**src/rtl/core/h264ns_pkg.sv**
```systemverilog
// Package: shared types and constants of the Annex B NAL unit splitter.
`timescale 1ns / 1ps

package h264ns_pkg;

    // Widths of the reported fields
    localparam int OUT_BITS    = 32;
    localparam int LIMIT_BITS  = 16;
    localparam int BYTE_BITS   = 8;

    // Result queue depth and pointer widths
    localparam int FIFO_DEPTH  = 4;
    localparam int FIFO_PTR_W  = $clog2(FIFO_DEPTH);
    localparam int FIFO_CNT_W  = $clog2(FIFO_DEPTH + 1);

    // Stream constants
    localparam logic [BYTE_BITS-1:0]  START_BYTE    = 8'h01;
    localparam logic [BYTE_BITS-1:0]  ZERO_BYTE     = 8'h00;
    localparam logic [1:0]            ZRUN_MAX      = 2'd2;
    localparam logic [LIMIT_BITS-1:0] LIMIT_RESET   = 16'd4096;
    localparam logic [LIMIT_BITS-1:0] SEEN_MAX      = 16'hFFFF;

    // Result kinds
    localparam logic KIND_UNIT  = 1'b0;
    localparam logic KIND_ERROR = 1'b1;

    typedef enum logic [1:0] {
        PH_OPENING = 2'd0,
        PH_BODY    = 2'd1,
        PH_SKIP    = 2'd2
    } phase_t;

    typedef enum logic [2:0] {
        ERR_NONE        = 3'd0,
        ERR_NO_UNIT     = 3'd1,
        ERR_BAD_OPENING = 3'd2,
        ERR_EMPTY_UNIT  = 3'd3,
        ERR_FORBIDDEN   = 3'd4,
        ERR_TOO_MANY    = 3'd5
    } err_code_t;

    // Input transaction
    typedef struct packed {
        logic [BYTE_BITS-1:0] byte_value;
        logic                 stream_last;
    } in_t;

    // Output transaction
    typedef struct packed {
        logic                kind;
        logic [OUT_BITS-1:0] unit_offset;
        logic [OUT_BITS-1:0] unit_length;
        logic [4:0]          unit_type;
        logic [1:0]          ref_idc;
        err_code_t           error_code;
        logic                stream_done;
        logic                last_in_run;
    } out_t;

    // Results produced by one byte, handed to the result queue
    typedef struct packed {
        logic [1:0] count;
        out_t       first;
        out_t       second;
    } res_push_t;

endpackage

```
**src/rtl/core/h264ns_result_fifo.sv**
```systemverilog
// Result queue: takes up to two results per cycle, hands out one per cycle while out_ready is high.
`timescale 1ns / 1ps

module h264ns_result_fifo
    import h264ns_pkg::*;
(
    input  logic      clk,
    input  logic      rst_n,
    input  res_push_t push,
    output logic      room_for_two,
    output logic      out_valid,
    input  logic      out_ready,
    output out_t      out_data
);

    out_t                  mem_reg [FIFO_DEPTH];
    logic [FIFO_PTR_W-1:0] wptr_reg;
    logic [FIFO_PTR_W-1:0] wptr_next;
    logic [FIFO_PTR_W-1:0] wptr_plus1;
    logic [FIFO_PTR_W-1:0] rptr_reg;
    logic [FIFO_PTR_W-1:0] rptr_next;
    logic [FIFO_CNT_W-1:0] count_reg;
    logic [FIFO_CNT_W-1:0] count_next;
    logic                  pop;

    assign pop          = out_valid && out_ready;
    assign out_valid    = (count_reg != '0);
    assign out_data     = mem_reg[rptr_reg];
    assign room_for_two = (count_reg <= FIFO_CNT_W'(FIFO_DEPTH - 2));
    assign wptr_plus1   = wptr_reg + 1'b1;

    // Pointer and fill count
    always_comb
    begin
        wptr_next  = wptr_reg + FIFO_PTR_W'(push.count);
        rptr_next  = pop ? rptr_reg + 1'b1 : rptr_reg;
        count_next = count_reg + FIFO_CNT_W'(push.count) - FIFO_CNT_W'(pop);
    end

    always_ff @(posedge clk or negedge rst_n)
    begin
        if (!rst_n)
        begin
            wptr_reg  <= '0;
            rptr_reg  <= '0;
            count_reg <= '0;
        end
        else
        begin
            wptr_reg  <= wptr_next;
            rptr_reg  <= rptr_next;
            count_reg <= count_next;
        end
    end

    // Entry storage, no reset needed
    always_ff @(posedge clk)
    begin
        if (push.count != 2'd0)
        begin
            mem_reg[wptr_reg] <= push.first;
        end
        if (push.count == 2'd2)
        begin
            mem_reg[wptr_plus1] <= push.second;
        end
    end

    // Fill count never exceeds the depth
    a_no_overflow: assert property (@(posedge clk) disable iff (!rst_n)
        count_reg <= FIFO_CNT_W'(FIFO_DEPTH))
        else $error("result queue overflow");

    // A push of two only happens when two slots were free
    a_push_room: assert property (@(posedge clk) disable iff (!rst_n)
        push.count == 2'd2 |-> count_reg <= FIFO_CNT_W'(FIFO_DEPTH - 2))
        else $error("double push without room");

endmodule

```
**src/rtl/core/h264_annex_b_nal_splitter_top.sv**
```systemverilog
// Top level: Annex B byte stream splitter reporting NAL unit descriptors and errors.
//
// Channel  | Direction | Handshake          | Payload
// ---------+-----------+--------------------+-------------------------------
// in       | input     | in_valid/in_ready  | in_t: byte_value, stream_last
// out      | output    | out_valid/out_ready| out_t: descriptor or error
// cfg      | input     | cfg_write_enable   | cfg_write_data: unit_limit
//
// One byte is taken per cycle while in_ready is high; its results enter a
// 4-entry result queue the same cycle and can appear at out in the next cycle.
// A start code on the final byte that closes a unit cleanly yields a descriptor
// and an empty-unit error; the queue drains one result per cycle while out_ready
// is high; in_ready is high while two queue slots are free, independent of out_ready.
// Reset restores the opening state and a unit limit of 4096.
`timescale 1ns / 1ps

module h264_annex_b_nal_splitter_top
    import h264ns_pkg::*;
#(
    parameter int POSITION_BITS = 32
)
(
    input  logic                  clk,
    input  logic                  rst_n,
    input  logic                  in_valid,
    output logic                  in_ready,
    input  in_t                   in_data,
    output logic                  out_valid,
    input  logic                  out_ready,
    output out_t                  out_data,
    input  logic                  cfg_write_enable,
    input  logic [LIMIT_BITS-1:0] cfg_write_data
);

    localparam logic [POSITION_BITS-1:0] POS_MAX = '1;

    // Stream state
    phase_t                   phase_reg,  phase_next;
    logic [POSITION_BITS-1:0] pos_reg,    pos_next;
    logic [1:0]               zrun_reg,   zrun_next;
    logic [POSITION_BITS-1:0] start_reg,  start_next;
    logic [POSITION_BITS-1:0] stop_reg,   stop_next;
    logic [BYTE_BITS-1:0]     hdr_reg,    hdr_next;
    logic [LIMIT_BITS-1:0]    seen_reg,   seen_next;
    logic [LIMIT_BITS-1:0]    limit_reg;

    logic                     accept;
    logic [BYTE_BITS-1:0]     b;
    logic                     last;
    logic [POSITION_BITS-1:0] p_inc;
    logic [BYTE_BITS-1:0]     hdr_eff;
    logic                     is_sc;
    logic [POSITION_BITS-1:0] close_stop;
    logic                     close_fail;
    err_code_t                close_code;
    logic                     stop_err;
    res_push_t                push;

    // Clamp a position to the 32-bit output range
    function automatic logic [OUT_BITS-1:0] sat32(input logic [POSITION_BITS-1:0] v);
        logic [POSITION_BITS-1:0] hi;
        hi = v >> OUT_BITS;
        return (hi != '0) ? '1 : OUT_BITS'(v);
    endfunction

    function automatic out_t make_err(input logic [OUT_BITS-1:0] off, input err_code_t code);
        out_t r;
        r             = '0;
        r.kind        = KIND_ERROR;
        r.unit_offset = off;
        r.error_code  = code;
        r.stream_done = 1'b1;
        return r;
    endfunction

    assign accept = in_valid && in_ready;
    assign b      = in_data.byte_value;
    assign last   = in_data.stream_last;

    // Shared per-byte terms
    assign p_inc      = (pos_reg == POS_MAX) ? pos_reg : pos_reg + 1'b1;
    assign hdr_eff    = (pos_reg == start_reg) ? b : hdr_reg;
    assign is_sc      = (b == START_BYTE) && zrun_reg[1];
    assign close_stop = (is_sc || b == ZERO_BYTE) ? stop_reg : p_inc;

    // Unit close checks in priority order: empty, forbidden bit, limit
    always_comb
    begin
        close_fail = 1'b1;
        if (close_stop <= start_reg)
            close_code = ERR_EMPTY_UNIT;
        else if (hdr_eff[7])
            close_code = ERR_FORBIDDEN;
        else if (seen_reg >= limit_reg)
            close_code = ERR_TOO_MANY;
        else
        begin
            close_code = ERR_NONE;
            close_fail = 1'b0;
        end
    end

    // Next state and results for one byte
    always_comb
    begin
        phase_next  = phase_reg;
        pos_next    = p_inc;
        zrun_next   = zrun_reg;
        start_next  = start_reg;
        stop_next   = stop_reg;
        hdr_next    = hdr_reg;
        seen_next   = seen_reg;
        stop_err    = 1'b0;
        push        = '0;

        // Descriptor for the unit being closed
        push.first.kind        = KIND_UNIT;
        push.first.unit_offset = sat32(start_reg);
        push.first.unit_length = sat32(close_stop - start_reg);
        push.first.unit_type   = hdr_eff[4:0];
        push.first.ref_idc     = hdr_eff[6:5];
        push.first.error_code  = ERR_NONE;
        push.first.stream_done = 1'b0;
        push.first.last_in_run = 1'b0;

        case (phase_reg)
            PH_SKIP:
            begin
                // drop bytes until the stream ends
            end
            PH_BODY:
            begin
                if (pos_reg == start_reg)
                    hdr_next = b;
                if (is_sc)
                begin
                    if (close_fail)
                    begin
                        push.first = make_err(sat32(start_reg), close_code);
                        push.count = 2'd1;
                        stop_err   = 1'b1;
                    end
                    else
                    begin
                        push.count = 2'd1;
                        if (seen_reg != SEEN_MAX)
                            seen_next = seen_reg + 1'b1;
                        start_next = p_inc;
                        stop_next  = p_inc;
                        zrun_next  = '0;
                        if (last)
                        begin
                            push.second = make_err(sat32(p_inc), ERR_EMPTY_UNIT);
                            push.count  = 2'd2;
                            stop_err    = 1'b1;
                        end
                    end
                end
                else
                begin
                    if (b == ZERO_BYTE)
                    begin
                        if (zrun_reg < ZRUN_MAX)
                            zrun_next = zrun_reg + 1'b1;
                    end
                    else
                    begin
                        zrun_next = '0;
                        stop_next = p_inc;
                    end
                    if (last)
                    begin
                        push.count = 2'd1;
                        if (close_fail)
                        begin
                            push.first = make_err(sat32(start_reg), close_code);
                            stop_err   = 1'b1;
                        end
                        else
                        begin
                            push.first.stream_done = 1'b1;
                        end
                    end
                end
            end
            default:
            begin
                // opening: at least two zeros, then 01
                if (b == ZERO_BYTE)
                begin
                    if (zrun_reg < ZRUN_MAX)
                        zrun_next = zrun_reg + 1'b1;
                    if (last)
                    begin
                        push.first = make_err('0, ERR_NO_UNIT);
                        push.count = 2'd1;
                        stop_err   = 1'b1;
                    end
                end
                else if (!zrun_reg[1] || b != START_BYTE)
                begin
                    push.first = make_err(sat32(pos_reg), ERR_BAD_OPENING);
                    push.count = 2'd1;
                    stop_err   = 1'b1;
                end
                else
                begin
                    start_next = p_inc;
                    stop_next  = p_inc;
                    zrun_next  = '0;
                    phase_next = PH_BODY;
                    if (last)
                    begin
                        push.first = make_err(sat32(p_inc), ERR_EMPTY_UNIT);
                        push.count = 2'd1;
                        stop_err   = 1'b1;
                    end
                end
            end
        endcase

        // Mark the final result of this byte
        if (push.count == 2'd1)
            push.first.last_in_run = 1'b1;
        if (push.count == 2'd2)
            push.second.last_in_run = 1'b1;

        if (stop_err)
            phase_next = PH_SKIP;

        // End of stream returns everything to the opening
        if (last)
        begin
            phase_next = PH_OPENING;
            pos_next   = '0;
            zrun_next  = '0;
            start_next = '0;
            stop_next  = '0;
            hdr_next   = '0;
            seen_next  = '0;
        end

        if (!accept)
            push.count = 2'd0;
    end

    // State registers
    always_ff @(posedge clk or negedge rst_n)
    begin
        if (!rst_n)
        begin
            phase_reg <= PH_OPENING;
            pos_reg   <= '0;
            zrun_reg  <= '0;
            start_reg <= '0;
            stop_reg  <= '0;
            hdr_reg   <= '0;
            seen_reg  <= '0;
        end
        else if (accept)
        begin
            phase_reg <= phase_next;
            pos_reg   <= pos_next;
            zrun_reg  <= zrun_next;
            start_reg <= start_next;
            stop_reg  <= stop_next;
            hdr_reg   <= hdr_next;
            seen_reg  <= seen_next;
        end
    end

    // Unit limit register
    always_ff @(posedge clk or negedge rst_n)
    begin
        if (!rst_n)
            limit_reg <= LIMIT_RESET;
        else if (cfg_write_enable)
            limit_reg <= cfg_write_data;
    end

    h264ns_result_fifo u_result_fifo (
        .clk          (clk),
        .rst_n        (rst_n),
        .push         (push),
        .room_for_two (in_ready),
        .out_valid    (out_valid),
        .out_ready    (out_ready),
        .out_data     (out_data)
    );

    // Skipped bytes before the stream end produce nothing
    a_skip_silent: assert property (@(posedge clk) disable iff (!rst_n)
        accept && phase_reg == PH_SKIP |-> push.count == 2'd0)
        else $error("result while skipping");

    // Two results only from a start code on the last byte
    a_pair_shape: assert property (@(posedge clk) disable iff (!rst_n)
        push.count == 2'd2 |-> last && push.first.kind == KIND_UNIT
            && push.second.error_code == ERR_EMPTY_UNIT)
        else $error("unexpected result pair");

    // A live stream always reports on its last byte
    a_last_reports: assert property (@(posedge clk) disable iff (!rst_n)
        accept && last && phase_reg != PH_SKIP |-> push.count != 2'd0)
        else $error("stream ended without a result");

    // Stream end returns to the opening with cleared position
    a_last_resets: assert property (@(posedge clk) disable iff (!rst_n)
        accept && last |=> phase_reg == PH_OPENING && pos_reg == '0 && seen_reg == '0)
        else $error("stream state not cleared");

endmodule

```
**config.mk**
```make
export PLATFORM = sky130hd
export DESIGN_NAME = h264_annex_b_nal_splitter_top
export DESIGN_NICKNAME = d
export VERILOG_FILES = /design/src/rtl/core/h264ns_pkg.sv /design/src/rtl/core/h264ns_result_fifo.sv /design/src/rtl/core/h264_annex_b_nal_splitter_top.sv
export SDC_FILE = /design/constraint.sdc
export NUM_CORES = 1
export LEC_CHECK = 0
export ABC_AREA = 1
export BUFFER_PORTS_ARGS = -buffer_cell sky130_fd_sc_hd__buf_2
export CAP_MARGIN = 20
export CORE_MARGIN = 5
export CORE_UTILIZATION = 26
export CTS_BUF_LIST = sky130_fd_sc_hd__clkbuf_4
export DETAILED_ROUTE_END_ITERATION = 6
export GPL_TIMING_DRIVEN = 0
export PLACE_DENSITY = 0.44
export SLEW_MARGIN = 10
export SYNTH_ARGS = -nofsm -noshare
export SYNTH_HDL_FRONTEND = slang
export SYNTH_SLANG_ARGS = --single-unit
```
**constraint.sdc**
```tcl
create_clock -name clk -period 5.6 [get_ports clk]
set_clock_uncertainty 0.2 [all_clocks]
set_input_delay 0.56 -clock clk [delete_from_list [all_inputs] [get_ports clk]]
set_output_delay 0.56 -clock clk [all_outputs]
set_load 0.005 [all_outputs]
```
==> impl_results.html <==
<table>
<tr><th>Metric</th><th>Value</th></tr>
<tr><th colspan="2">Outcome</th></tr>
<tr><td>Run status</td><td>finished clean</td></tr>
<tr><th colspan="2">Yosys</th></tr>
<tr><td>Post-synthesis xor/xnor area fraction</td><td>2.51%</td></tr>
<tr><td>Share of synthesized cell area in and, or, nand and nor gates</td><td>29.2%</td></tr>
<tr><td>Yosys warning count</td><td>0</td></tr>
<tr><td>Combinational family with the most area after synthesis</td><td>simple AND/OR/NAND/NOR gates</td></tr>
<tr><td>Register area share after synthesis</td><td>43.2%</td></tr>
<tr><td>Synthesized-area fraction occupied by ao, oa, aoi and oai cells</td><td>14.5%</td></tr>
<tr><td>Post-synth EDFFs</td><td>148</td></tr>
<tr><td>Async set or reset register ratio after synthesis</td><td>32.3%</td></tr>
<tr><td>Post-synthesis adder-cell area fraction</td><td>2.87%</td></tr>
<tr><td>Most used flip-flop cell after synthesis</td><td>sky130_fd_sc_hd__dfxtp_1</td></tr>
<tr><td>Register bit total from synthesis</td><td>455</td></tr>
<tr><td>Nets in the synthesized netlist</td><td>3606</td></tr>
<tr><td>Summed instance area of the synthesized netlist</td><td>0.0262 sq mm</td></tr>
<tr><td>Post-synth cell types</td><td>58</td></tr>
<tr><td>Synthesized instance count</td><td>3517</td></tr>
<tr><td>Avg Cell Area, Syn</td><td>7.45 sq um</td></tr>
<tr><td>Post-synthesis mux area share</td><td>0.0430%</td></tr>
<tr><th colspan="2">Die</th></tr>
<tr><td>Die H</td><td>328 um</td></tr>
<tr><td># IOs</td><td>109</td></tr>
<tr><td>Core Box Area</td><td>0.100 sq mm</td></tr>
<tr><td>Starting utilization of the core area</td><td>26.2%</td></tr>
<tr><td>Die X-Extent</td><td>328 um</td></tr>
<tr><td>Full die area</td><td>0.107 sq mm</td></tr>
<tr><td>Number of placement rows</td><td>116</td></tr>
<tr><th colspan="2">Routing</th></tr>
<tr><td>Count of routing violations after the opening detailed-route iteration</td><td>2955</td></tr>
<tr><td>Ratio of routed vias to standard cells</td><td>5.19</td></tr>
<tr><td>Remaining routing DRC violations</td><td>0</td></tr>
<tr><td>Final WL</td><td>124000 um</td></tr>
<tr><td>Vias</td><td>27.2k</td></tr>
<tr><td>DR WL/cell</td><td>23.7 um</td></tr>
<tr><td>Drt pass-1 iters</td><td>6</td></tr>
<tr><td>Post-route antenna net violation count</td><td>0</td></tr>
<tr><th colspan="2">STA</th></tr>
<tr><td>Slew headroom</td><td>17.8%</td></tr>
<tr><td>WHS</td><td>0.173 ns</td></tr>
<tr><td>Setup WS post-layout</td><td>0.136 ns</td></tr>
<tr><td>Post-route fraction of the period consumed by the critical path</td><td>97.6%</td></tr>
<tr><td>Slew at the pin closest to its max-slew limit</td><td>1.22 ns</td></tr>
<tr><td>Final setup violation count</td><td>0</td></tr>
<tr><td>Fmax achieved</td><td>0.183 GHz</td></tr>
<tr><td>Minimum period implied by the final worst setup slack</td><td>5.46 ns</td></tr>
<tr><td>Max-slew violations</td><td>0</td></tr>
<tr><td>Hold violation total from the final report</td><td>0</td></tr>
<tr><th colspan="2">Critical path</th></tr>
<tr><td>Worst Setup End Kind</td><td>flop</td></tr>
<tr><td>Highest fanout seen on the critical path</td><td>19</td></tr>
<tr><td>Required time at the endpoint of the critical path</td><td>6.28 ns</td></tr>
<tr><td>Arrival time of the worst setup path</td><td>6.15 ns</td></tr>
<tr><td>Critical path launch point type</td><td>flop</td></tr>
<tr><td>Category of the critical setup timing path</td><td>flop to flop</td></tr>
<tr><th colspan="2">Placed design</th></tr>
<tr><td>Final Wtd Congestion</td><td>0.952</td></tr>
<tr><td>Post-Place Worst Slack</td><td>-1.88 ns</td></tr>
<tr><td>Number of port buffers</td><td>108</td></tr>
<tr><td>Final HPWL DP</td><td>93600 um</td></tr>
<tr><th colspan="2">Global routing</th></tr>
<tr><td>Via count of the first global-routing pass</td><td>25.8k</td></tr>
<tr><td>Antenna violations before repair</td><td>3</td></tr>
<tr><td>GRT overflow</td><td>0</td></tr>
<tr><td>Global-route wire length before repair</td><td>180000 um</td></tr>
<tr><td>Largest net degree at the start of global routing</td><td>84</td></tr>
<tr><td>All-layer global routing usage</td><td>22.5%</td></tr>
<tr><th colspan="2">Clock tree</th></tr>
<tr><td>Clk Tree Root Cell</td><td>sky130_fd_sc_hd__clkbuf_4</td></tr>
<tr><td># clock sinks</td><td>455</td></tr>
<tr><td>Clock input transition at the sequential cells of the worst setup and hold paths</td><td>0.06 ns</td></tr>
<tr><td>Number of buffers inserted during clock tree synthesis</td><td>133</td></tr>
<tr><td>Clk Latency, worst-skew pair</td><td>1.05 ns</td></tr>
<tr><td>Number of H-tree levels</td><td>4</td></tr>
<tr><td>CTS tree</td><td>built</td></tr>
<tr><td>Maximum buffer depth of the clock tree</td><td>3</td></tr>
<tr><th colspan="2">Layout</th></tr>
<tr><td>Finished Core Util</td><td>31.9%</td></tr>
<tr><td>Area growth, synth to finish</td><td>22.0%</td></tr>
<tr><td>Storage element area</td><td>0.0113 sq mm</td></tr>
<tr><td>Max FFs per register</td><td>308</td></tr>
<tr><td>Area occupied by multi-input gates</td><td>0.0137 sq mm</td></tr>
<tr><td>Count of fill cells added during filler insertion</td><td>11.0k</td></tr>
<tr><td>Final #Nets</td><td>3951</td></tr>
<tr><td>Fraction of final layout cells with drive strength greater than 1</td><td>15.8%</td></tr>
<tr><th colspan="2">Power</th></tr>
<tr><td>Static leakage</td><td>0.0135 uW</td></tr>
<tr><td>Cell Pwr Density</td><td>474 mW/mm^2</td></tr>
<tr><td>Peak supply drop</td><td>175 uV</td></tr>
<tr><th colspan="2">Job</th></tr>
<tr><td>Max-cap violations</td><td>0</td></tr>
<tr><th colspan="2">Min path</th></tr>
<tr><td>Tightest Hold Check Type</td><td>input port to flop</td></tr>
</table>
-- routing by layer --
metal	vias to the layer above	routed length, um	global-route usage (%)
met5	-	0	0
met4	0	4240	7.64
met3	209	9220	4.20
met2	1169	54400	34.4
met1	13100	56100	31.9
li1	12700	-	-
-- through the flow --
step	power (uW)	cells	area, sq um	TNS, ns
global route	16000	5237	32000	-0.0644
finish	15200	5239	32000	0
CTS	15100	5216	31500	0
global placement	11600	4923	28400	-851.13
floorplan	8420	3517	26200	0
detailed placement	11500	4930	28500	-651.25
-- critical path, cell delays in order (launching register included) --
cell and delay (ns):
sky130_fd_sc_hd__dfrtp_1 0.42, sky130_fd_sc_hd__nand4_1 0.09, sky130_fd_sc_hd__buf_4 0.18, sky130_fd_sc_hd__inv_2 0.10, sky130_fd_sc_hd__nor2_1 0.28, sky130_fd_sc_hd__buf_2 0.47
sky130_fd_sc_hd__buf_2 0.43, sky130_fd_sc_hd__a31oi_4 0.15, sky130_fd_sc_hd__ha_1 0.42, sky130_fd_sc_hd__nand2_1 0.14, sky130_fd_sc_hd__nor2_2 0.18, sky130_fd_sc_hd__inv_2 0.05
sky130_fd_sc_hd__nor2_2 0.12, sky130_fd_sc_hd__nand2_2 0.08, sky130_fd_sc_hd__nand2_4 0.09, sky130_fd_sc_hd__nand2_2 0.07, sky130_fd_sc_hd__a21oi_4 0.17, sky130_fd_sc_hd__buf_12 0.14
sky130_fd_sc_hd__nand4_1 0.13, sky130_fd_sc_hd__nor2_2 0.19, sky130_fd_sc_hd__nand3_4 0.17, sky130_fd_sc_hd__ha_1 0.34, sky130_fd_sc_hd__fa_1 0.41, sky130_fd_sc_hd__xnor2_2 0.15
sky130_fd_sc_hd__xor2_1 0.14
-- cells in the final DEF (no fill, tap or decap), types with 85 or more instances in the layout --
cell type                  netlist  layout
sky130_fd_sc_hd__nand2_1       781     765
sky130_fd_sc_hd__nand3_1       513     506
sky130_fd_sc_hd__o21ai_0       347     342
sky130_fd_sc_hd__nor2_1        339     312
sky130_fd_sc_hd__inv_1         228     224
sky130_fd_sc_hd__clkbuf_4        0     184
sky130_fd_sc_hd__dfxtp_1       160     160
sky130_fd_sc_hd__buf_2          50     156
sky130_fd_sc_hd__edfxtp_1      148     148
sky130_fd_sc_hd__dfrtp_1       146     143
sky130_fd_sc_hd__clkbuf_1      122     113
sky130_fd_sc_hd__a21oi_1       112     100
sky130_fd_sc_hd__o22ai_1        85      85
-- worst paths after layout --
kind	start	to	slack [ns]	cells past startpoint
worst max-delay path	zrun_reg[1]$_DFFE_PN0P_	u_result_fifo.count_reg[2]$_DFF_PN0_	0.14	24
max in group asynchronous	rst_n	pos_reg[0]$_DFFE_PN0P_	4.25	4
worst min register to register	u_result_fifo.mem_reg[1][18]$_SDFFE_PP0N_	u_result_fifo.mem_reg[1][18]$_SDFFE_PP0N_	0.26	2
min in group asynchronous	rst_n	limit_reg[12]$_DFFE_PN1P_	0.46	3
worst min-delay path	in_data[4]	hdr_reg[3]$_DFFE_PN0P_	0.17	3
worst max register to register	zrun_reg[1]$_DFFE_PN0P_	u_result_fifo.count_reg[2]$_DFF_PN0_	0.14	24
-- cells in the mapped netlist (all sizes together) (3+ instances only) --
| cell | count | area share, % |
|---|---|---|
| o21a | 5 | 0.14 |
| a21o | 3 | 0.086 |
| a31oi | 29 | 0.69 |
| nor3 | 36 | 0.71 |
| nand4 | 44 | 1.2 |
| or2 | 4 | 0.095 |
| nor2 | 355 | 5.3 |
| a22oi | 19 | 0.54 |
| a32o | 3 | 0.11 |
| nand2 | 792 | 11 |
| edfxtp | 148 | 17 |
| o32ai | 4 | 0.13 |
| o31ai | 7 | 0.20 |
| o22ai | 85 | 2.0 |
| ha | 57 | 2.7 |
| clkinv | 5 | 0.072 |
| inv | 240 | 3.4 |
| xnor2 | 29 | 0.97 |
| clkbuf | 126 | 1.8 |
| nor4 | 9 | 0.21 |
| buf | 101 | 2.4 |
| nand3 | 519 | 10 |
| o21bai | 3 | 0.086 |
| dfxtp | 160 | 12 |
| dfrtp | 146 | 14 |
| xor2 | 46 | 1.5 |
| a21oi | 113 | 2.2 |
| o211ai | 5 | 0.14 |
| a32oi | 6 | 0.20 |
| o21ai | 403 | 7.7 |
-- layout make-up --
type	count	share of cell area [%]
inverters	245	2.89
clock buffers	183	4.29
plain buffers	226	3.58
repair buffers	210	5.12
well taps	1298	5.08
flip-flops and latches	455	35.4
multi-input cells	2591	42.8
diodes	5	0.0391
clock inverters	26	0.771
-- report_power, final --
part	total (uW)	switching, uW	internal, uW	leakage (uW)
registers	4570	485	4090	0.00457
logic	7350	5220	2130	0.00797
clock network	3240	1550	1680	0.000939
-- kinds of logic (layout without fill, tap and decap cells) --
family,Yosys count,count (layout)
and+or+nand+nor,1763,1764
AOI/OAI and AO/OA,692,692
buffers and inverters,472,890
DFF,455,455
xor gates and xnor gates,75,75
adders and majority gates,59,59
muxes,1,1
other,0,5
-- what timing repair did --
action | 4_1_cts | 5_1_grt
endpoints found under the setup margin | 545 | 516
gates cloned | 1 | 1
pin swaps | 12 | 14
hold endpoints to repair | 175 | 3
gates resized for setup | 120 | 76
buffers inserted | 19 | 14
hold buffers | 58 | 2
Power figures use the tool's default switching activity.
